### src/sv/oocm_pkg.sv
`default_nettype none
// ----------------------------------------------------------------------------
// oocm_pkg
// Shared types and constants for the object overlap counter map.
// ----------------------------------------------------------------------------
package oocm_pkg;

  localparam int XY_W      = 9;
  localparam int MASK_W    = 8;
  localparam int COV_W     = 8;
  localparam int AREA_W    = 19;
  localparam int TOTAL_W   = 32;
  localparam int TALLY_W   = 16;
  localparam int IN_DATA_W = 32;
  localparam int OUT_DATA_W = 88;
  localparam int MEMBER_BIT = 7;
  localparam int QDEPTH    = 4;
  localparam int QPTR_W    = 2;

  localparam logic [COV_W-1:0]   COVER_MAX = 8'd255;
  localparam logic [COV_W-1:0]   COVER_ONE = 8'd1;
  localparam logic [AREA_W-1:0]  AREA_MAX  = 19'h7FFFF;
  localparam logic [TALLY_W-1:0] TALLY_MAX = 16'hFFFF;
  localparam logic [TOTAL_W-1:0] TOTAL_MAX = 32'hFFFF_FFFF;

  typedef enum logic {
    OP_MARK  = 1'b0,
    OP_CHECK = 1'b1
  } op_t;

  typedef struct packed {
    op_t  op;
    logic member;
    logic last;
  } pix_ctl_t;

  typedef enum logic [1:0] {
    ST_CLEAR,
    ST_IDLE,
    ST_EXEC
  } back_st_t;

endpackage
`default_nettype wire

### src/sv/oocm_fifo.sv
`default_nettype none
// ----------------------------------------------------------------------------
// oocm_fifo
// Short request queue between the classifying front and the coverage back.
// ----------------------------------------------------------------------------
module oocm_fifo #(
  parameter int W = 8
) (
  input  wire logic         clk,
  input  wire logic         rst_n,
  input  wire logic         push,
  input  wire logic [W-1:0] push_data,
  output logic              full,
  input  wire logic         pop,
  output logic [W-1:0]      pop_data,
  output logic              empty
);
  import oocm_pkg::*;

  logic [W-1:0]      q_r [QDEPTH];
  logic [QPTR_W-1:0] wp_r, rp_r;
  logic [QPTR_W:0]   cnt_r;

  assign full     = (cnt_r == (QPTR_W+1)'(QDEPTH));
  assign empty    = (cnt_r == '0);
  assign pop_data = q_r[rp_r];

  always_ff @(posedge clk) begin
    if (push && !full) begin
      q_r[wp_r] <= push_data;
    end
  end

  always_ff @(posedge clk) begin
    if (!rst_n) begin
      wp_r  <= '0;
      rp_r  <= '0;
      cnt_r <= '0;
    end else begin
      if (push && !full) wp_r <= wp_r + 1'b1;
      if (pop && !empty) rp_r <= rp_r + 1'b1;
      case ({push && !full, pop && !empty})
        2'b10:   cnt_r <= cnt_r + 1'b1;
        2'b01:   cnt_r <= cnt_r - 1'b1;
        default: cnt_r <= cnt_r;
      endcase
    end
  end

endmodule
`default_nettype wire

### config.mk
export PLATFORM = sky130hd
export DESIGN_NAME = oocm_fifo
export DESIGN_NICKNAME = d
export VERILOG_FILES = /design/src/sv/oocm_pkg.sv /design/src/sv/oocm_fifo.sv
export SDC_FILE = /design/constraint.sdc
export NUM_CORES = 1
export LEC_CHECK = 0
export BUFFER_PORTS_ARGS = -buffer_cell sky130_fd_sc_hd__buf_4
export CAP_MARGIN = 20
export CORE_MARGIN = 10
export CORE_UTILIZATION = 60
export DETAILED_ROUTE_END_ITERATION = 8
export PLACE_DENSITY = 0.8
export SYNTH_ARGS = -nofsm -noshare
export SYNTH_HDL_FRONTEND = slang
export SYNTH_SLANG_ARGS = --single-unit
export TNS_END_PERCENT = 30
### constraint.sdc
create_clock -name clk -period 5 [get_ports clk]
set_input_delay 1 -clock clk [delete_from_list [all_inputs] [get_ports clk]]
set_output_delay 1 -clock clk [all_outputs]
set_load 0.01 [all_outputs]
-- Word level (Yosys, flattened, before mapping)
Memories as Yosys holds them, arrays and structs flattened. A register that Yosys moved wholly into a read port is not among the register bits.
Index checks and enable logic that the tools add are counted.
- bits in registers: 7
- memory bits (writable): 32
- word-level logic and storage cells: 22
- memories: 1
- memory list (name ; words ; width ; read ports ; clocked after memory_dff ; write ports ; line ; source):
    q_r ; 4 ; 8 ; 1 ; 1 ; 1 ; oocm_fifo.sv:20 ; logic [W-1:0] q_r [QDEPTH];
- add/sub/neg operators: 4
- equality and inequality tests: 3
- muxes and demuxes: 5
- reductions and logical operators: 6
- operator list (operator ; count):
    $pmux W3 S2 ; 1
    $add A2 B1 Y2 const B ; 2
    $mux W2 ; 2
    $add A3 B1 Y3 const B ; 1
    $eq A3 B3 Y1 const B ; 1
    $logic_not A3 Y1 ; 1
    $sub A3 B1 Y3 const B ; 1
    $eq A2 B1 Y1 const B ; 1
    $eq A2 B2 Y1 const B ; 1
    $logic_and A1 B1 Y1 ; 2
    $logic_not A1 Y1 ; 2
    $mux W1 ; 2
    $reduce_bool A2 Y1 ; 1

-- Logic depth before layout (Yosys ltp)
Gate-level depths: netlist of the first run.
- depth in word-level cells: 5
- gate-level depth with buffers: 10
- depth with buffers taken out: 9

-- Least setup slack after synthesis of the first run
No wires, ideal clock.
- kind: input-to-reg
- start: input push
- end: register cnt_r[2]
- setup time: 0.070 ns
- arrival time: 2.447 ns
- setup slack: 2.483 ns
- stages on the path: 9
- buffers on the path: 1
- path through: nor2b_1 -> buf_2 -> inv_2 -> ha_1 -> inv_1 -> fa_1 -> xor2_1 -> or3_1 -> a21boi_1
- word-level cells in the longest chain between the ends: 3
- elaborated cells on any way between the ends: 5
- ends and longest elaborated chain (element ; line ; source):
    start: declaration ; oocm_fifo.sv:11 ; input wire logic push,
    $logic_and A1 B1 Y1 (*) ; oocm_fifo.sv:42 ; case ({push && !full, pop && !empty})
    $eq A2 B1 Y1 or $eq A2 B2 Y1 (tied branches) ; oocm_fifo.sv:42 ;
    $pmux W3 S2 or $reduce_bool A2 Y1 (tied branches) ; - ;
    end signal: assignment ; oocm_fifo.sv:43 ; 2'b10: cnt_r <= cnt_r + 1'b1;
    end signal: assignment ; oocm_fifo.sv:44 ; 2'b01: cnt_r <= cnt_r - 1'b1;
    end signal: assignment ; oocm_fifo.sv:45 ; default: cnt_r <= cnt_r;
    end: declaration ; oocm_fifo.sv:22 ; logic [QPTR_W:0] cnt_r;
Mark *: on every way between the ends. The rest lies on a longest branch, timed or not.
A chain may end at the register's enable or synchronous reset.

==> flow_summary.rst, run 1 <==
.. list-table::
   :header-rows: 1

   * - Metric
     - Value
   * - Slowest cell delay on critical path
     - 0.68 ns
   * - VDD IR-drop max
     - 415.3 uV
   * - Cell types with the highest counts after synthesis
     - edfxtp_1 (32), dfxtp_1 (9), mux4_2 (8)
   * - Share of the synthesized area in the top cell type
     - 58.45%
   * - Weighted congestion at the end of routability-driven global placement
     - 0.6608
   * - Number of enable-type register cells in the synthesized netlist
     - 32
   * - DRC violation total after the first TritonRoute iteration
     - 43
   * - Post-CTS Setup Inserts
     - 0
   * - Worst Setup End Kind
     - primary output
   * - Syn-to-layout area delta
     - 14.46%
   * - Final number of hold-violating endpoints
     - 0
   * - Critical path buffer and inverter count
     - 1
   * - Largest net degree at the start of global routing
     - 13
   * - Top area cells in the synthesized netlist
     - edfxtp_1 (58%), dfxtp_1 (11%), mux4_2 (11%), ha_1 (3.8%), and2_1 (2.3%)
   * - Post-synthesis cell type with the largest combined area
     - edfxtp_1
   * - Post-CTS Hold Fix Bufs
     - 0
   * - Critical Path RT
     - 4.00 ns
   * - Psw
     - 0.0002549 W
   * - Final layout net count
     - 138
   * - Site row count
     - 18
   * - Worst Setup Start Kind
     - flip-flop
   * - Worst endpoint data arrival time
     - 1.78 ns
   * - Highest clock rate
     - 360.1 MHz
   * - Power density normalized to cell area
     - 465.5 nW/um^2
   * - Combinational power share
     - 28.7%
   * - Number of nets with antenna violations after detailed routing
     - 0
   * - WL final
     - 2785 um
   * - Global-route wire length before repair
     - 4422 um
   * - Clock transition at the register clock pins on the worst setup and hold paths after CTS
     - 0.10 ns
   * - Width of the die
     - 72.35 um
   * - Number of antenna violations at the first check in global routing
     - 0
   * - Proportion of register bits with asynchronous set or reset after synthesis
     - 0%
   * - Clock Root Buffer
     - clkbuf_4
   * - Outcome
     - complete, no violations
   * - Vias per cell
     - 5.596
   * - Top-level I/O count
     - 22
   * - Die area
     - 5234 um^2
   * - Mean area per synthesized cell
     - 17.13 um^2
   * - Slew at the pin closest to its max-slew limit
     - 0.5525 ns
   * - Setup Crit Path Kind
     - reg -> out
   * - Setup TNS after final layout
     - 0 ns
   * - Utilization of the core after routing
     - 73.94%
   * - Switching share of total power
     - 29.10%
   * - Via count
     - 845
   * - Top-count cell post-synth
     - edfxtp_1
   * - Number of standard cells in the final layout excluding fillers
     - 151
   * - DRT Pass-1 Iters
     - 4
   * - Worst path slowest cell
     - dfxtp_1
   * - Resize count post-CTS
     - 0
   * - Cell Count Post-Placement
     - 143
   * - Static Leakage
     - 0.6728 nW
   * - Multi-input combinational cell area
     - 462.9 um^2
   * - Number of inserted diodes
     - 0
   * - Number of library cell types mapped by synthesis
     - 21
   * - Hold/Removal Path Class
     - reg -> reg
   * - Total global routing overflow
     - 0
   * - Number of remaining DRC errors
     - 0
   * - Startpoint of the lowest-slack hold path
     - rp_r[0]$_SDFFE_PN0P_
   * - Clock buffers created by TritonCTS
     - 5
   * - TritonCTS Sinks
     - 41
   * - Wire length per cell after detailed routing
     - 18.44 um
   * - Portion of the post-synthesis area used by sequential elements
     - 69.41%
   * - Least setup slack across all paths after layout
     - 2.223 ns
   * - MaxCap Viol Count
     - 0
   * - TritonCTS clock tree
     - done
   * - Synth Cell Area
     - 1644 um^2
   * - Layout cell share with drive strength beyond 1
     - 32.23%
   * - Reg area
     - 1141 um^2
   * - CP top delay family
     - flip-flops
   * - Critical path, cell by cell
     - mux4_2 > buf_4
   * - Internal portion of total power
     - 0.0006211 W
   * - Floorplan Core Area
     - 2545 um^2
   * - Tmin final
     - 2.777 ns
   * - Initial core utilization
     - 64.60%
   * - Dpl ws
     - 2.318 ns
   * - Total power consumption of the routed design
     - 0.0008760 W
   * - Most instantiated flip-flop cell in the synthesis netlist
     - edfxtp_1
   * - Count of endpoints failing setup in the final report
     - 0
   * - Number of pins with negative max-slew slack in the final report
     - 0
   * - Unrepaired setup endpoints after global routing
     - false
   * - FILL cells
     - 152
   * - Part of the cycle the worst path needs
     - 55.54%
   * - Part of the total power dissipated in the clock network
     - 18.9%
   * - Share of total power in sequential cells
     - 52.5%
   * - Quantity of I/O buffers inserted on ports
     - 21
   * - Via count of the first global-routing pass
     - 911
   * - Number of storage elements in the synthesis netlist
     - 41
   * - Bufs on Longest Clock Path
     - 2
   * - Floorplan die height
     - 72.35 um
   * - Count of warnings emitted by yosys
     - 0
   * - Net Count, Synth
     - 114
   * - Source of the worst register-to-register timing path
     - cnt_r[2]$_SDFFE_PN0P_
   * - H-tree depth reported by CTS
     - 2
   * - Max_slew headroom
     - 63.12%
   * - Crit path max fanout
     - 8
   * - Clk_skew
     - 0.01319 ns
   * - Detailed placer's ending HPWL
     - 2055 um
   * - Clock latency on the worst-skew pair
     - 0.35 ns
   * - Synthesized netlist cell count
     - 96
   * - All-layer global routing usage
     - 11.35%
-- power groups by stage --
| stage | registers [W] | clock network [W] | logic [W] |
|---|---|---|---|
| after CTS | 0.000461 | 0.000168 | 0.000257 |
| final | 0.000460 | 0.000165 | 0.000251 |
| after global placement | 0.000466 | 0 | 0.000246 |
| after global routing | 0.000468 | 0.000182 | 0.000276 |
| after floorplan | 0.000442 | 0 | 0.000180 |
| after detailed placement | 0.000469 | 0 | 0.000254 |
-- path summary, 6_finish.rpt --
kind / end / slack, ns / cells past startpoint
setup / recovery: pop_data[7] / 2.22 / 2
hold / removal: flip-flop / 0.50 / 2
setup reg to reg: cnt_r[2]$_SDFFE_PN0P_ / 2.87 / 9
hold reg to reg: flip-flop / 0.50 / 2
-- cell type report --
type	instances	share of cell area, %
well taps	30	1.995
multi-input cells	45	24.60
inverters	6	1.197
clock buffers	6	2.726
clock inverters	2	0.4654
repair buffers	21	8.378
flip-flops and latches	41	60.64
-- metrics by stage --
step                instance area (um^2)  hold WS (ns)
floorplan                           1644        0.4560
CTS                                 1882        0.5004
finish                              1882        0.4999
global placement                    1822        0.4702
detailed placement                  1822        0.4844
global route                        1882        0.5262
-- sequential cells by signal (all words and copies together) (netlist names), named ones only --
signal and flops:
rp_r 2, wp_r 2, q_r 32, cnt_r 3
-- kinds of logic (layout without fill, tap and decap cells) --
logic type | Yosys count | in the layout | synth area share (%)
muxes | 10 | 10 | 12.18
DFF | 41 | 41 | 69.41
AOI/OAI and AO/OA | 7 | 7 | 2.435
buffers and inverters | 10 | 35 | 2.435
xor gates and xnor gates | 2 | 2 | 1.066
adders and majority gates | 6 | 6 | 5.023
and+or+nand+nor | 20 | 20 | 7.458
-- worst reg2reg max path, cell delays in order (launching register included) --
cell	delay (ns)
dfxtp_1	0.40
nor3b_2	0.24
nor2b_1	0.17
inv_2	0.07
ha_1	0.17
inv_1	0.06
fa_1	0.37
xor2_1	0.15
or3_1	0.30
a21boi_1	0.14
-- layout by cell type, fill, tap and decap left out, types with 5 or more instances in the layout --
cell,instances
and2_1,6
buf_4,21
clkbuf_4,5
dfxtp_1,9
edfxtp_1,32
ha_1,5
inv_1,5
mux4_2,8
nand2_1,7
o21ai_0,5
-- routing by layer --
metal  GRT usage [%]  wire length, um
met5               0                0
met4           7.312               89
met3           4.626              166
met2           19.83             1458
met1           10.71             1070
No activity file was read; power rests on OpenSTA's default activity.
==> run 2: changes to the inputs <==
--- a/config.mk
+++ b/config.mk
@@ -5,12 +5,13 @@
 export SDC_FILE = /design/constraint.sdc
 export NUM_CORES = 1
 export LEC_CHECK = 0
+export ABC_AREA = 1
 export BUFFER_PORTS_ARGS = -buffer_cell sky130_fd_sc_hd__buf_4
 export CAP_MARGIN = 20
 export CORE_MARGIN = 10
-export CORE_UTILIZATION = 60
+export CORE_UTILIZATION = 56
 export DETAILED_ROUTE_END_ITERATION = 8
-export PLACE_DENSITY = 0.8
+export PLACE_DENSITY = 0.75
 export SYNTH_ARGS = -nofsm -noshare
 export SYNTH_HDL_FRONTEND = slang
 export SYNTH_SLANG_ARGS = --single-unit
==> constraint.sdc (replaced) <==
create_clock -name clk -period 2.7 [get_ports clk]
set_input_delay 0.54 -clock clk [delete_from_list [all_inputs] [get_ports clk]]
set_output_delay 0.54 -clock clk [all_outputs]
set_load 0.01 [all_outputs]
==> run 2 against run 1 <==
  * Sequential share of layout area shrank 1.1 points
  * Non-clock buffer count is the same
  * Clock skew is essentially flat
  * Via count grew 27%
  * Sequential cell count is the same
==> flow_summary.rst, run 2 <==
.. list-table::
   :header-rows: 1

   * - Metric
     - Value
   * - Via count
     - 1077 (+27%)
   * - Die area
     - 5619 um^2 (+7.4%)
   * - Global-route wire length before repair
     - 4698 um (+6.2%)
   * - Clock latency on the worst-skew pair
     - 0.34 ns (about the same)
   * - Detailed placer's ending HPWL
     - 2157 um (+5.0%)
   * - Clock transition at the register clock pins on the worst setup and hold paths after CTS
     - 0.11 ns (about the same)
   * - Worst Setup Start Kind
     - flip-flop
   * - Final number of hold-violating endpoints
     - 0 (unchanged)
   * - Hold/Removal Path Class
     - in -> reg
   * - Post-CTS Setup Inserts
     - 0 (unchanged)
   * - DRT Pass-1 Iters
     - 4 (unchanged)
   * - Top-level I/O count
     - 22 (unchanged)
   * - All-layer global routing usage
     - 11.22% (-0.13 points)
   * - Layout cell share with drive strength beyond 1
     - 20.81% (-11 points)
   * - Slowest cell delay on critical path
     - 0.66 ns (-0.02 ns)
   * - Clk_skew
     - 0.01345 ns (+0.0002598 ns)
   * - Number of inserted diodes
     - 0 (unchanged)
   * - Bufs on Longest Clock Path
     - 2 (unchanged)
   * - Critical path, cell by cell
     - inv_2 > o21ai_0 > o22ai_1 > buf_4
   * - Proportion of register bits with asynchronous set or reset after synthesis
     - 0% (unchanged)
   * - Number of library cell types mapped by synthesis
     - 18 (-14%)
   * - Mean area per synthesized cell
     - 11.59 um^2 (-32%)
   * - Width of the die
     - 74.96 um (+3.6%)
   * - Post-CTS Hold Fix Bufs
     - 0 (unchanged)
   * - Number of remaining DRC errors
     - 0 (unchanged)
   * - Part of the cycle the worst path needs
     - 84.16%
   * - Biggest register
     - q_r
   * - FILL cells
     - 214 (+41%)
   * - Post-Place Cell Area
     - 1866 um^2 (+2.4%)
   * - Top area cells in the synthesized netlist
     - edfxtp_1 (57%), dfxtp_1 (11%), nor2_1 (5.5%), inv_1 (4.2%), o21ai_0 (4.1%)
   * - Initial core utilization
     - 59.80% (-4.8 points)
   * - Slew at the pin closest to its max-slew limit
     - 0.7960 ns (+0.2435 ns)
   * - Tmin final
     - 2.272 ns
   * - Top-count cell post-synth
     - edfxtp_1
   * - Critical path buffer and inverter count
     - 2 (+1)
   * - Resize count post-CTS
     - 0 (unchanged)
   * - Count of warnings emitted by yosys
     - 0 (unchanged)
   * - Leading registers by flop count
     - q_r x32, cnt_r x3
   * - Site row count
     - 19 (+1)
   * - Static Leakage
     - 0.7596 nW (+13%)
   * - Portion of the post-synthesis area used by sequential elements
     - 67.46% (-2.0 points)
   * - Final cell area excluding filler cells
     - 1917 um^2 (+1.9%)
   * - Cell types with the highest counts after synthesis
     - edfxtp_1 (32), nor2_1 (25), inv_1 (19)
   * - Synthesized netlist cell count
     - 146 (+52%)
   * - Wire length per cell after detailed routing
     - 14.18 um (-23%)
   * - Clock Root Buffer
     - clkbuf_4
   * - Critical Path RT
     - 2.16 ns (-1.84 ns)
   * - Worst path slowest cell
     - dfxtp_1
   * - Largest net degree at the start of global routing
     - 18 (+5)
   * - Crit path max fanout
     - 17 (+9)
   * - Most instantiated flip-flop cell in the synthesis netlist
     - edfxtp_1
   * - TritonCTS clock tree
     - done
   * - Number of antenna violations at the first check in global routing
     - 0 (unchanged)
   * - Post-synthesis cell type with the largest combined area
     - edfxtp_1
   * - Syn-to-layout area delta
     - 13.31%
   * - Worst endpoint data arrival time
     - 1.73 ns (-0.05 ns)
   * - Highest clock rate
     - 440.1 MHz
   * - Number of enable-type register cells in the synthesized netlist
     - 32 (unchanged)
   * - Most frequent cells in the layout
     - edfxtp_1 (32), nor2_1 (25), buf_4 (21)
   * - DRC violation total after the first TritonRoute iteration
     - 109 (+150%)
   * - Power density normalized to cell area
     - 837.6 nW/um^2 (+80%)
   * - CP top delay family
     - flip-flops
   * - Total global routing overflow
     - 0 (unchanged)
   * - Count of endpoints failing setup in the final report
     - 0 (unchanged)
   * - Number of nets with antenna violations after detailed routing
     - 0 (unchanged)
   * - VDD IR-drop max
     - 617.0 uV (+49%)
   * - Worst Setup End Kind
     - primary output
   * - Clock buffers created by TritonCTS
     - 5 (unchanged)
   * - Unrepaired setup endpoints after global routing
     - false
   * - Final layout net count
     - 190 (+38%)
   * - MaxCap Viol Count
     - 0 (unchanged)
   * - Net Count, Synth
     - 164 (+44%)
   * - Number of pins with negative max-slew slack in the final report
     - 0 (unchanged)
   * - Via count of the first global-routing pass
     - 1058 (+16%)
   * - Outcome
     - complete, no violations
   * - WL final
     - 2892 um (+3.8%)
   * - Max reg flops
     - 32 (unchanged)
   * - Share of the synthesized area in the top cell type
     - 56.80% (-1.6 points)
   * - Vias per cell
     - 5.279 (-5.7%)
   * - Number of storage elements in the synthesis netlist
     - 41 (unchanged)
   * - Max_slew headroom
     - 46.74% (-16 points)
   * - Synth Cell Area
     - 1692 um^2 (+2.9%)
   * - Setup TNS after final layout
     - 0 ns (unchanged)
   * - Floorplan Core Area
     - 2829 um^2 (+11%)
   * - Most common cell after layout, fill and taps aside
     - edfxtp_1
   * - TritonCTS Sinks
     - 41 (unchanged)
   * - H-tree depth reported by CTS
     - 2 (unchanged)
   * - Quantity of I/O buffers inserted on ports
     - 21 (unchanged)
   * - Final Hold Slack
     - 0.3922 ns (-0.1077 ns)
   * - Floorplan die height
     - 74.96 um (+3.6%)
   * - Setup Crit Path Kind
     - reg -> out
   * - Weighted congestion at the end of routability-driven global placement
     - 0.7800 (+18%)
-- run 2: cell count changes after synthesis, sizes merged, moves of 5 or more --
cell   change
a21oi      +5
and2       -6
inv       +14
mux4       -8
nand2      +8
nand3      +5
nor2      +26
o21ai     +13
o22ai      +8
-- run 2: through the flow --
stage / worst slack [ns] / cells / util, % / total power, W
after detailed placement: 0.7846 / 196 / 65.94 / 0.001350
after global placement: 0.8644 / 196 / 65.94 / 0.001323
after floorplan: 1.076 / 146 / - / 0.001159
after global routing: 0.2637 / 204 / 67.76 / 0.001731
final: 0.4276 / 204 / 67.76 / 0.001606
after CTS: 0.3956 / 204 / 67.76 / 0.001625
-- run 2: worst paths after layout --
check | depth (start not counted) | start | slack (ns) | to
worst max-delay path | 4 | flip-flop | 0.43 | pop_data[6]
worst min-delay path | 1 | push_data[4] | 0.39 | q_r[3][4]$_DFFE_PP_
worst max register to register | 10 | cnt_r[1]$_SDFFE_PN0P_ | 0.90 | cnt_r[2]$_SDFFE_PN0P_
worst min register to register | 2 | wp_r[0]$_SDFFE_PN0P_ | 0.52 | wp_r[0]$_SDFFE_PN0P_
-- run 2: power by group --
part | internal [W] | switching [W] | total, W | leakage, nW
clock network | 0.0000992 | 0.000178 | 0.000277 | 0.0320
logic | 0.000210 | 0.000296 | 0.000506 | 0.360
registers | 0.000761 | 0.0000617 | 0.000822 | 0.368
total | 0.00107 | 0.000536 | 0.00161 | 0.760
-- run 2: layout make-up --
cell class | count | area [um^2] | area share [%]
clock buffers | 6 | 41.29 | 2.154
repair buffers | 21 | 157.7 | 8.225
multi-input cells | 83 | 452.9 | 23.63
well taps | 31 | 38.79 | 2.023
inverters | 20 | 75.07 | 3.916
clock inverters | 2 | 10.01 | 0.5222
flip-flops and latches | 41 | 1141 | 59.53
-- run 2: cells by family (layout without fill, tap and decap cells) --
family | Yosys count | after routing | synth area share [%]
AO/OA/AOI/OAI | 31 | 31 | 10.43
adder cells (fa/ha/maj) | 6 | 6 | 4.882
buffers and inverters | 22 | 49 | 5.769
flip-flops | 41 | 41 | 67.46
AND/OR/NAND/NOR | 46 | 46 | 11.46
-- run 2: worst register-to-register path, cell delays in order, from the launching register on --
cell and delay [ns]:
dfxtp_1 0.35, nor2_2 0.16, nand2_2 0.11, nand2_4 0.11, ha_1 0.17, inv_1 0.07
fa_1 0.38, nand2_1 0.09, nand3_1 0.10, nor2_1 0.12, nor2_1 0.06
-- run 2: routing by layer --
metal	vias to the layer above	global-route usage, %	wire [um]
met4	0	3.782	38
met5	-	0	0
li1	551	-	-
met1	488	12.66	1189
met3	5	4.862	209
met2	33	18.67	1454
