===== config.mk =====
export PLATFORM = sky130hd
export DESIGN_NAME = oocm_front
export DESIGN_NICKNAME = d
export VERILOG_FILES = /design/src/sv/oocm_pkg.sv /design/src/sv/oocm_front.sv
export SDC_FILE = /design/constraint.sdc
export NUM_CORES = 1
export LEC_CHECK = 0
export ABC_AREA = 0
export BUFFER_PORTS_ARGS = -buffer_cell sky130_fd_sc_hd__buf_2
export CAP_MARGIN = 10
export CELL_PAD_IN_SITES_DETAIL_PLACEMENT = 1
export CELL_PAD_IN_SITES_GLOBAL_PLACEMENT = 1
export CORE_MARGIN = 1.5
export CORE_UTILIZATION = 28
export CTS_CLUSTER_SIZE = 12
export DETAILED_ROUTE_END_ITERATION = 7
export PLACE_DENSITY_LB_ADDON = 0.1
export SLEW_MARGIN = 20
export SYNTH_ARGS = -nofsm -noshare
export SYNTH_HDL_FRONTEND = slang
export SYNTH_SLANG_ARGS = --single-unit

===== constraint.sdc =====
create_clock -name clk -period 2.3 [get_ports clk]
set_input_delay 0.345 -clock clk [delete_from_list [all_inputs] [get_ports clk]]
set_output_delay 0.345 -clock clk [all_outputs]
set_load 0.005 [all_outputs]

===== src/sv/oocm_pkg.sv =====
`default_nettype none
// ----------------------------------------------------------------------------
// oocm_pkg
// Shared types and constants for the object overlap counter map.
// ----------------------------------------------------------------------------
package oocm_pkg;

  localparam int XY_W      = 9;
  localparam int MASK_W    = 8;
  localparam int COV_W     = 8;
  localparam int AREA_W    = 19;
  localparam int TOTAL_W   = 32;
  localparam int TALLY_W   = 16;
  localparam int IN_DATA_W = 32;
  localparam int OUT_DATA_W = 88;
  localparam int MEMBER_BIT = 7;
  localparam int QDEPTH    = 4;
  localparam int QPTR_W    = 2;

  localparam logic [COV_W-1:0]   COVER_MAX = 8'd255;
  localparam logic [COV_W-1:0]   COVER_ONE = 8'd1;
  localparam logic [AREA_W-1:0]  AREA_MAX  = 19'h7FFFF;
  localparam logic [TALLY_W-1:0] TALLY_MAX = 16'hFFFF;
  localparam logic [TOTAL_W-1:0] TOTAL_MAX = 32'hFFFF_FFFF;

  typedef enum logic {
    OP_MARK  = 1'b0,
    OP_CHECK = 1'b1
  } op_t;

  typedef struct packed {
    op_t  op;
    logic member;
    logic last;
  } pix_ctl_t;

  typedef enum logic [1:0] {
    ST_CLEAR,
    ST_IDLE,
    ST_EXEC
  } back_st_t;

endpackage
`default_nettype wire


===== src/sv/oocm_front.sv =====
`default_nettype none
// ----------------------------------------------------------------------------
// oocm_front
// Accepts pixel requests, clips them to the image and forms the map address.
// ----------------------------------------------------------------------------
module oocm_front #(
  parameter int IMAGE_WIDTH  = 512,
  parameter int IMAGE_HEIGHT = 512,
  parameter int ADDR_W       = 18
) (
  input  wire logic                      clk,
  input  wire logic                      rst_n,
  input  wire logic                      clear_busy,
  input  wire logic                      in_valid,
  output logic                           in_ready,
  input  wire oocm_pkg::op_t             op,
  input  wire logic [oocm_pkg::XY_W-1:0] pix_x,
  input  wire logic [oocm_pkg::XY_W-1:0] pix_y,
  input  wire logic [7:0]                mask,
  input  wire logic                      last,
  output logic                           req_valid,
  input  wire logic                      req_full,
  output oocm_pkg::pix_ctl_t             req_ctl,
  output logic [ADDR_W-1:0]              req_addr
);
  import oocm_pkg::*;

  localparam int CW = 13;
  localparam int PW = 24;

  logic              vld_r;
  pix_ctl_t          ctl_r, ctl_nxt;
  logic [ADDR_W-1:0] addr_r;
  logic [PW-1:0]     lin;
  logic              in_img;

  assign in_img = (CW'(pix_x) < CW'(IMAGE_WIDTH)) && (CW'(pix_y) < CW'(IMAGE_HEIGHT));
  assign lin    = PW'(pix_y) * PW'(IMAGE_WIDTH) + PW'(pix_x);

  always_comb begin
    ctl_nxt.op     = op;
    ctl_nxt.member = mask[MEMBER_BIT] && in_img;
    ctl_nxt.last   = last;
  end

  assign in_ready  = !clear_busy && (!vld_r || !req_full);
  assign req_valid = vld_r;
  assign req_ctl   = ctl_r;
  assign req_addr  = addr_r;

  always_ff @(posedge clk) begin
    if (in_valid && in_ready) begin
      ctl_r  <= ctl_nxt;
      addr_r <= lin[ADDR_W-1:0];
    end
  end

  always_ff @(posedge clk) begin
    if (!rst_n) begin
      vld_r <= 1'b0;
    end else if (in_valid && in_ready) begin
      vld_r <= 1'b1;
    end else if (!req_full) begin
      vld_r <= 1'b0;
    end
  end

endmodule
`default_nettype wire


# After elaboration in Yosys (flattened, before gate mapping)
# Index checks and enable logic that the tools add are counted.
# classes
n_reduce_logical	6
n_eq_ne	1
n_mux	2
add_sub_neg	1
# op_table
operator	count
$add 18x9->18	1
$logic_not 1->1	3
$logic_and 1x1->1	2
$mux 1	2
$ne 2x1->1 const B	1
$logic_or 1x1->1	1
# word_totals
inputBits	33
out_inout_bits	23
elab_cells	15
ff_bits	22

# Logic depth before layout (Yosys ltp)
# Gate-level depths: netlist (run 1).
# depth
word_depth	5
mapped_depth	2
mapped_depth_nobuf	2

# Least setup slack after synthesis (run 1)
# No wires, ideal clock.
# synth_timing
kind	input port to flip-flop
startpoint	input clear_busy
endpoint	register addr_r[0] (netlist: req_addr[0]) (enable)
t_required_ns	1.894
setup_slack_ns	0.352
n_path_buf	0
stages	2
setup_time_ns	0.406
arrival_ns	1.542
cell_sequence	nand2b_4 -> a21oi_1
# synth_between
elab_chain_cells	3
# synth_lines
item	line_no	rtl
start, declared	oocm_front.sv:13	input wire logic clear_busy,
$logic_not 1->1	oocm_front.sv:46	assign in_ready = !clear_busy && (!vld_r || !req_full);
$logic_and 1x1->1	oocm_front.sv:46	
$logic_and 1x1->1	oocm_front.sv:52	if (in_valid && in_ready) begin
end signal, assigned	oocm_front.sv:54	addr_r <= lin[ADDR_W-1:0];
end, declared	oocm_front.sv:33	logic [ADDR_W-1:0] addr_r;
# Every way passes these cells.
# A chain may end at the register's enable or synchronous reset.

# Worst setup path after layout (run 1)
# layout_timing
startpoint	register vld_r (netlist: req_valid)
endpoint	output in_ready
# layout_between
elab_chain_cells	3
# layout_lines
item	line_no	rtl
start, declared	oocm_front.sv:31	logic vld_r;
start signal, assigned	oocm_front.sv:60	vld_r <= 1'b0;
start signal, assigned	oocm_front.sv:62	vld_r <= 1'b1;
start signal, assigned	oocm_front.sv:64	vld_r <= 1'b0;
$logic_not 1->1	oocm_front.sv:46	
$logic_or 1x1->1	oocm_front.sv:46	
$logic_and 1x1->1	oocm_front.sv:46	
end, declared	oocm_front.sv:15	output logic in_ready,
# Every way passes these cells.

==> results of run 1 <==
==> power by group through the flow <==
stage | Combinational [W] | Clock, W | Sequential, W
floorplan | 0.00000984 | 0 | 0.000476
global placement | 0.0000550 | 0 | 0.000472
detailed placement | 0.0000560 | 0 | 0.000472
CTS | 0.0000562 | 0.000177 | 0.000463
global route | 0.0000608 | 0.000196 | 0.000464
finish | 0.0000545 | 0.000165 | 0.000463
==> layout make-up <==
cell class	count	area share [%]
sequential	22	64.44
timing repair buffer	50	25.28
multi-input combinational	5	4.213
tap	28	3.470
clock buffer	3	2.230
clock inverter	1	0.3717
==> worst min-delay path by stage <==
| stage | from | end | slack (ns) | cells past startpoint |
|---|---|---|---|---|
| after floorplan | pix_x[0] | req_addr[0]$_DFFE_PP_ | 0.44 | 0 |
| after global placement | req_valid$_SDFFE_PN0P_ | req_valid$_SDFFE_PN0P_ | 0.50 | 2 |
| after detailed placement | req_valid$_SDFFE_PN0P_ | req_valid$_SDFFE_PN0P_ | 0.51 | 2 |
| after CTS | pix_y[6] | req_addr[15]$_DFFE_PP_ | 0.21 | 1 |
| after global routing | pix_y[5] | req_addr[14]$_DFFE_PP_ | 0.19 | 1 |
| final | pix_y[6] | req_addr[15]$_DFFE_PP_ | 0.22 | 1 |
==> flip-flops by register name (all words and copies together) (netlist names) <==
name,cells
req_addr,18
req_ctl,3
req_valid,1
==> cell families after synthesis <==
family	synth area share [%]
compound gates	3.085
simple gates	2.540
flops	94.37
==> worst reg2reg max path: stages, from the launching register on <==
cell	delay, ns
dfxtp_1	0.36
a21oi_2	0.16
buf_4	0.21
==> through the flow <==
stage | area, µm² | power (W) | util [%] | worst slack [ns] | hold slack [ns]
after floorplan | 689.4 | 0.0004854 | - | 0.3522 | 0.4439
after global placement | 983.4 | 0.0005269 | 43.21 | 1.067 | 0.4956
after detailed placement | 983.4 | 0.0005284 | 43.21 | 1.038 | 0.5123
after CTS | 1010 | 0.0006966 | 44.37 | 1.025 | 0.2071
after global routing | 1010 | 0.0007215 | 44.37 | 0.9712 | 0.1898
final | 1010 | 0.0006822 | 44.37 | 1.056 | 0.2210
==> metal layers <==
metal / part of all wire, % / routed length [µm] / up-vias
li1: - / - / 215
met1: 33 / 403 / 202
met2: 56 / 673 / 30
met3: 11 / 130 / 0
met4: 0 / 0 / 0
met5: 0 / 0 / -
==> cells in the final DEF, fill, tap and decap left out, drive strengths merged <==
| cell type | n |
|---|---|
| buf | 50 |
| edfxtp | 21 |
| clkbuf | 3 |
| a21oi | 2 |
| nand2 | 1 |
| a21boi | 1 |
| clkinv | 1 |
| dfxtp | 1 |
| nand2b | 1 |
==> summary.md, run 1 <==
| Metric | Value |
|---|---|
| Skew-Pair Late Insertion Delay | `0.29 ns` |
| Post-synth EDFFs | `21` |
| Count of final setup violators | `0` |
| Global routing's busiest layer | `met2` |
| Die ar. | `2769 µm²` |
| Slew HR | `89.87%` |
| Post-route DRC violation count | `0` |
| Slowest cell on the critical path | `dfxtp_1` |
| Unique masters post-synth | `6` |
| CP Buf/Inv Count | `1` |
| Synth top area cells | `edfxtp_1 91%, dfxtp_1 2.9%, nand2b_4 2.0%` |
| Grt met3 use | `2.857%` |
| Capturing point of the worst reg2reg path | `req_addr[1]$_DFFE_PP_` |
| Routability congestion estimate | `about 0.66` |
| Net Count, Synth | `60` |
| Clock Path Buffers | `2` |
| Yosys warnings | `0` |
| WP data arrival | `0.90 ns` |
| Vias in the first global route | `roughly 440` |
| Clock power frac | `24.2%` |
| Tot GR Track Use | `9.611%` |
| Switching share of power | `a little under a fifth` |
| Total length of routed wires | `1207 µm` |
| Post_cts resized | `0` |
| Crit. End Element | `primary output` |
| Fin. max-slew vios | `0` |
| Area Overhead vs Synth | `46.46%` |
| Layout cells sized above 1 | `69.14%` |
| Pin count of the biggest net entering global routing | `13` |
| Fin cells | `109` |
| R2r setup slk | `1.28 ns` |
| Initial antenna violation count | `0` |
| Pre-antenna DRT Iters | `2` |
| Internal | `roughly 0.00055 W` |
| H-Tree Level Count | `1` |
| PwrDens | `~680 nW/µm²` |
| First-pass GRT wire length | `1835 µm` |
| Met2 Usage GRT | `17.92%` |
| Drt initial violations | `1` |
| FF+latch area | `650.6 µm²` |
| Ys flop type | `edfxtp_1` |
| Reg power frac | `67.8%` |
| Crit path from | `req_valid$_SDFFE_PN0P_` |
| Top-count cell post-synth | `edfxtp_1` |
| Final nets | `between 100 and 150` |
| Worst Reg-to-Reg Cells | `2` |
| Crit share post-route | `between 50% and 60%` |
| CTS root buf | `clkbuf_4` |
| Diode count | `0` |
| Worst hold path type | `primary input to flip-flop` |
| Gate power share | `8.0%` |
| Critical Path End | `in_ready` |
| Sequential fraction of the synthesis area | `94.37%` |
| Hold Buf Count CTS | `0` |
| Synth Register Bits | `22` |
| Die extent in y | `52.62 µm` |
| Status | `finished, final reports clean` |
| Critical path class | `flip-flop to primary output` |
| Synth cell count leaders | `21 x edfxtp_1, 2 x a21oi_1` |
| Gr ovfl total | `0` |
| Post-CTS Setup Bufs | `0` |
| DRT antenna net count | `0` |
| RSZ-0062 raised after global routing | `no` |
| Num Clock Sinks | `22` |
| Layout fillers | `237` |
| Slew @ Worst Pin | `0.1518 ns` |
| Placed instance count | `105` |
| Max Clock Freq | `803.7 MHz` |
| Mapped Area | `689.4 µm²` |
| Core Box Area | `2276 µm²` |
| Leakage power | `~0.44 nW` |
| CTS tree | `yes` |
| Vias per std cell | `4.101` |
| Crit path depth | `2` |
| I/O Pins | `56` |
| Req. time, crit path | `approximately 2.0 ns` |
| Final hold vios | `0` |
| Multi-input logic area | `approximately 43 µm²` |
| Critical path, cell by cell | `a21oi_1, buf_2` |
| Inserted Clock Buffers | `3` |
| Max_cap viols | `0` |
| Startpoint types | `flip-flop` |
| Top-area cell type share of the netlist area | `roughly nine tenths` |
| IO Port Bufs | `48` |
| Leading area contributor after synthesis | `edfxtp_1` |
| Switching pwr | `0.0001299 W` |
| GRT met1 Usage | `about 9.9%` |
| Max Clock Skew | `0.001132 ns` |
| CP delay by family, top | `flip-flops` |
| FFs w/ async S/R, synth | `0%` |
| Setup TNS | `0 ns` |
| Syn Inst Count | `27` |
| Vias | `447` |
| Wire length per cell | `11.07 µm` |
| # rows | `17` |
| Starting Density | `a little under a third` |
| VDD IR max | `0.0003132 V` |
| Avg Inst Size Synth | `25.53 µm²` |
| Largest stage delay, worst path | `0.41 ns` |
| CP Max Fanout | `4` |
| Period minus WS final | `1.244 ns` |
| Clock-pin slew of the registers on the worst-case setup and hold paths | `0.11 ns` |
| R2R Path Start | `req_valid$_SDFFE_PN0P_` |
| Chip Width | `52.62 µm` |
Note: power is estimated with default switching activity, not from simulation.
==> run 2: changes to the inputs <==
--- a/config.mk
+++ b/config.mk
@@ -11,7 +11,7 @@
 export CELL_PAD_IN_SITES_DETAIL_PLACEMENT = 1
 export CELL_PAD_IN_SITES_GLOBAL_PLACEMENT = 1
 export CORE_MARGIN = 1.5
-export CORE_UTILIZATION = 28
+export CORE_UTILIZATION = 25
 export CTS_CLUSTER_SIZE = 12
 export DETAILED_ROUTE_END_ITERATION = 7
 export PLACE_DENSITY_LB_ADDON = 0.1
==> constraint.sdc (replaced) <==
create_clock -name clk -period 1.14 [get_ports clk]
set_input_delay 0.171 -clock clk [delete_from_list [all_inputs] [get_ports clk]]
set_output_delay 0.171 -clock clk [all_outputs]
set_load 0.005 [all_outputs]
==> summary.md, run 2 (synthesis results as in run 1) <==
| Metric | Value |
|---|---|
| Status | `finished, final reports clean` |
| Inserted Clock Buffers | `3` |
| Starting Density | `a little over a quarter` |
| Critical path class | `flip-flop to primary output` |
| Area Overhead vs Synth | `50.82%` |
| Clock-pin slew of the registers on the worst-case setup and hold paths | `0.11 ns` |
| Vias per std cell | `about 4` |
| Total length of routed wires | `1244 µm` |
| Core Box Area | `2545 µm²` |
| Final hold vios | `0` |
| Area post-placement | `just over 1000 µm²` |
| Max Clock Skew | `roughly 0.0017 ns` |
| Routability congestion estimate | `0.5978` |
| Slew HR | `roughly nine tenths` |
| Die extent in y | `between 50 and 60 µm` |
| DRT antenna net count | `0` |
| Post-route DRC violation count | `0` |
| Worst hold path type | `primary input to flip-flop` |
| Clock Path Buffers | `2` |
| Max_cap viols | `0` |
| Capturing point of the worst reg2reg path | `req_addr[4]$_DFFE_PP_` |
| R2r setup slk | `0.13 ns` |
| Layout cells sized above 1 | `71.60%` |
| CP Buf/Inv Count | `1` |
| Critical Path End | `in_ready` |
| Count of final setup violators | `0` |
| Startpoint types | `flip-flop` |
| H-Tree Level Count | `1` |
| Vias in the first global route | `483` |
| Wire length per cell | `11.21 µm` |
| Max reg flops | `18` |
| Period minus WS final | `1.060 ns` |
| Post-CTS Setup Bufs | `0` |
| Pin count of the biggest net entering global routing | `15` |
| Drt initial violations | `2` |
| I/O Pins | `56` |
| Num Clock Sinks | `22` |
| First-pass GRT wire length | `~2000 µm` |
| WP data arrival | `0.89 ns` |
| Placed instance count | `107` |
| Fin. max-slew vios | `0` |
| RSZ-0062 raised after global routing | `yes` |
| Design Area, Final | `1040 µm²` |
| Crit path depth | `2` |
| CTS tree | `yes` |
| Crit share post-route | `93.01%` |
| # rows | `18` |
| Fin cells | `111` |
| Chip Width | `roughly 56 µm` |
| Skew-Pair Late Insertion Delay | `around 0.29 ns` |
| Slew @ Worst Pin | `0.1439 ns` |
| Most common cell after layout, fill and taps aside | `buf_2` |
| CTS root buf | `clkbuf_4` |
| Req. time, crit path | `approximately 0.97 ns` |
| Diode count | `0` |
| Tot GR Track Use | `8.515%` |
| Max Clock Freq | `943.1 MHz` |
| Leakage power | `approximately 0.44 nW` |
| Worst Reg-to-Reg Cells | `2` |
| Gr ovfl total | `0` |
| Slowest cell on the critical path | `dfxtp_4` |
| Crit path from | `req_valid$_SDFFE_PN0P_` |
| VDD IR max | `0.0005540 V` |
| Largest stage delay, worst path | `0.38 ns` |
| Pre-antenna DRT Iters | `2` |
| Hold Buf Count CTS | `0` |
| PwrDens | `roughly 1300 nW/µm²` |
| Final nets | `115` |
| Min-Delay Path Depth | `1` |
| IO Port Bufs | `48` |
| CP Max Fanout | `4` |
| Crit. End Element | `primary output` |
| Vias | `449` |
| Initial antenna violation count | `0` |
| Critical path, cell by cell | `a21oi_2, buf_2` |
| Commonest non-fill, non-tap cells in the layout | `48 x buf_2, 21 x edfxtp_1, 3 x clkbuf_4` |
| R2R Path Start | `req_valid$_SDFFE_PN0P_` |
| CP delay by family, top | `flip-flops` |
| Die ar. | `3082 µm²` |
## run 2: cell counts in the layout (fill, tap and decap cells not counted)
No cell type changed its count.
## run 2: through the flow
| stage | setup slack (ns) | util, % | total power, W | hold slack (ns) | TNS, ns |
|---|---|---|---|---|---|
| after floorplan | -0.003070 | - | 0.0009824 | 0.2699 | -0.06447 |
| after global routing | -0.005116 | 40.86 | 0.001471 | 0.01223 | -0.005116 |
| after CTS | 0.05716 | 40.61 | 0.001426 | 0.02728 | 0 |
| after detailed placement | 0.07592 | 39.58 | 0.001076 | 0.3498 | 0 |
| final | 0.07968 | 40.86 | 0.001389 | 0.04613 | 0 |
| after global placement | 0.08175 | 39.58 | 0.001073 | 0.3486 | 0 |
## run 2: metal layers
| layer | share of wire, % | vias to the layer above | global-route usage (%) |
|---|---|---|---|
| li1 | - | 214 | - |
| met2 | 50 | 33 | 15.14 |
| met5 | 0 | - | 0 |
| met1 | 39 | 202 | 8.912 |
| met4 | 0 | 0 | 3.136 |
| met3 | 11 | 0 | 3.513 |
## run 2: what timing repair did
item	CTS	global route
endpoints found under the setup margin	0	1
hold endpoints to repair	0	0
gates resized for setup	0	2
## run 2: power by group
part	total (W)	internal (W)	switching (W)
combinational	0.000120	0.0000688	0.0000510
sequential	0.000933	0.000924	0.00000912
clock	0.000336	0.000127	0.000209
## run 2: layout make-up
type / instances / area, µm²
well taps: 30 / 37.54
repair buffers: 50 / 267.8
fillers: 277 / 1505
multi-input cells: 5 / 53.80
clock buffers: 3 / 22.52
flip-flops and latches: 22 / 654.4
clock inverters: 1 / 3.754
## run 2: worst min path at each step
stage | endpoint | startpoint | slack [ns]
2_1_floorplan | req_addr[0]$_DFFE_PP_ | pix_x[0] | 0.27
4_1_cts | req_addr[6]$_DFFE_PP_ | pix_x[6] | 0.03
6_report | req_addr[1]$_DFFE_PP_ | pix_x[1] | 0.05
3_5_place_dp | req_ctl[0]$_DFFE_PP_ | last | 0.35
5_1_grt | req_addr[12]$_DFFE_PP_ | pix_y[3] | 0.01
3_3_place_gp | req_addr[6]$_DFFE_PP_ | pix_x[6] | 0.35
==> run 3: changes to the inputs <==
--- a/config.mk
+++ b/config.mk
@@ -15,6 +15,7 @@
 export CTS_CLUSTER_SIZE = 12
 export DETAILED_ROUTE_END_ITERATION = 7
 export PLACE_DENSITY_LB_ADDON = 0.1
+export RECOVER_POWER = 100
 export SLEW_MARGIN = 20
 export SYNTH_ARGS = -nofsm -noshare
 export SYNTH_HDL_FRONTEND = slang
==> summary.md, run 3 (synthesis results as in run 1) <==
| Metric | Value |
|---|---|
| Inserted Clock Buffers | `3` |
| Post-CTS Setup Bufs | `0` |
| Chip Width | `55.52 µm` |
| Total length of routed wires | `1246 µm` |
| Vias | `roughly 450` |
| Initial antenna violation count | `0` |
| Critical path class | `flip-flop to flip-flop` |
| Status | `finished, final reports clean` |
| Most common cell after layout, fill and taps aside | `buf_2` |
| Gr ovfl total | `0` |
| Period minus WS final | `between 1 and 1.5 ns` |
| WP data arrival | `1.08 ns` |
| Startpoint types | `flip-flop` |
| CP Buf/Inv Count | `1` |
| First-pass GRT wire length | `2049 µm` |
| Placed instance count | `107` |
| Capturing point of the worst reg2reg path | `req_addr[0]$_DFFE_PP_` |
| Worst Hold End | `req_addr[12]$_DFFE_PP_` |
| R2R Path Start | `req_valid$_SDFFE_PN0P_` |
| I/O Pins | `56` |
| Die extent in y | `55.52 µm` |
| Crit share post-route | `94.40%` |
| CTS root buf | `clkbuf_4` |
| Max Clock Skew | `0.0007831 ns` |
| Core Util, Final | `39.92%` |
| Wire length per cell | `11.23 µm` |
| Final hold vios | `0` |
| Vias per std cell | `4.036` |
| Num Clock Sinks | `22` |
| H-Tree Level Count | `1` |
| Routability congestion estimate | `around 0.6` |
| CTS tree | `yes` |
| Worst hold path type | `primary input to flip-flop` |
| R2r setup slk | `0.06 ns` |
| Starting Density | `27.09%` |
| Commonest non-fill, non-tap cells in the layout | `41 x buf_2, 21 x edfxtp_1, 7 x clkbuf_1, 4 x clkbuf_4` |
| Place WS | `0.07592 ns` |
| CP delay by family, top | `flip-flops` |
| Leakage power | `0.4180 nW` |
| Max_cap viols | `0` |
| RSZ-0062 raised after global routing | `yes` |
| Core Box Area | `2545 µm²` |
| Tot GR Track Use | `8.515%` |
| Multi-input logic area | `53.80 µm²` |
| Slew HR | `87.26%` |
| Largest stage delay, worst path | `0.38 ns` |
| Slowest cell on the critical path | `dfxtp_4` |
| Post-route DRC violation count | `0` |
| Crit. End Element | `flip-flop` |
| Layout fillers | `279` |
| Clock Path Buffers | `2` |
| Area post-placement | `1007 µm²` |
| DRT antenna net count | `0` |
| FF+latch area | `654.4 µm²` |
| Fin cells | `about 110` |
| Max reg flops | `18` |
| Setup WS post-layout | `0.06379 ns` |
| Skew-Pair Late Insertion Delay | `slightly below 0.3 ns` |
| Critical path, cell by cell | `a21oi_4, clkbuf_4` |
| Area Overhead vs Synth | `47.37%` |
| Hold wc startpoint | `pix_y[3]` |
| # rows | `18` |
| Setup TNS | `0 ns` |
| Fin. max-slew vios | `0` |
| Clock-pin slew of the registers on the worst-case setup and hold paths | `0.11 ns` |
| Drt initial violations | `2` |
| Slew @ Worst Pin | `0.1910 ns` |
| CP Max Fanout | `14` |
| VDD IR max | `0.0005630 V` |
| Req. time, crit path | `1.14 ns` |
| Final nets | `115` |
| PwrDens | `1359 nW/µm²` |
| Pin count of the biggest net entering global routing | `15` |
| Layout cells sized above 1 | `62.96%` |
| Hold Buf Count CTS | `0` |
| Design Area, Final | `1016 µm²` |
| Worst Reg-to-Reg Cells | `2` |
| Max Clock Freq | `929.2 MHz` |
| Pre-antenna DRT Iters | `2` |
| IO Port Bufs | `48` |
| Diode count | `0` |
| Crit path depth | `2` |
| Count of final setup violators | `0` |
| Vias in the first global route | `roughly 480` |
| Die ar. | `3082 µm²` |
| Min-Delay Path Depth | `1` |
## run 3: layout make-up
type	instances	share of cell area, %
Clock buffer	3	2.217
Clock inverter	1	0.3695
Multi-Input combinational cell	5	5.296
Sequential cell	22	64.41
Tap cell	30	3.695
Timing Repair Buffer	50	24.01
## run 3: routing by layer
layer | routed length (µm) | global-route usage [%] | vias to the layer above
met5 | 0 | 0 | -
met4 | 0 | 3.136 | 0
met1 | 485 | 8.912 | 201
met3 | 141 | 3.513 | 0
li1 | - | - | 214
met2 | 619 | 15.14 | 33
## run 3: worst max path at each step
stage               slack, ns              startpoint                     to
finish                   0.06  req_valid$_SDFFE_PN0P_  req_addr[0]$_DFFE_PP_
global route           -0.005  req_valid$_SDFFE_PN0P_               in_ready
CTS                      0.06  req_valid$_SDFFE_PN0P_               in_ready
detailed placement       0.08              clear_busy  req_addr[4]$_DFFE_PP_
global placement         0.08              clear_busy  req_addr[4]$_DFFE_PP_
floorplan              -0.003  req_valid$_SDFFE_PN0P_  req_addr[0]$_DFFE_PP_
## run 3: stage by stage
| step | hold slack [ns] | power (W) |
|---|---|---|
| floorplan | 0.2699 | 0.0009824 |
| global placement | 0.3486 | 0.001073 |
| detailed placement | 0.3498 | 0.001076 |
| CTS | 0.02728 | 0.001426 |
| global route | 0.01223 | 0.001461 |
| finish | 0.04550 | 0.001381 |
## run 3: power by group
| part | leakage, nW | internal (W) | total [W] | switching, W |
|---|---|---|---|---|
| registers | 0.205 | 0.000924 | 0.000934 | 0.00000944 |
| clock network | 0.0154 | 0.000127 | 0.000338 | 0.000210 |
| logic | 0.197 | 0.0000599 | 0.000110 | 0.0000499 |
## run 3: repair_timing
item	CTS	global route
hold endpoints to repair	0	0
setup endpoints to repair	0	1
resized for setup	0	2
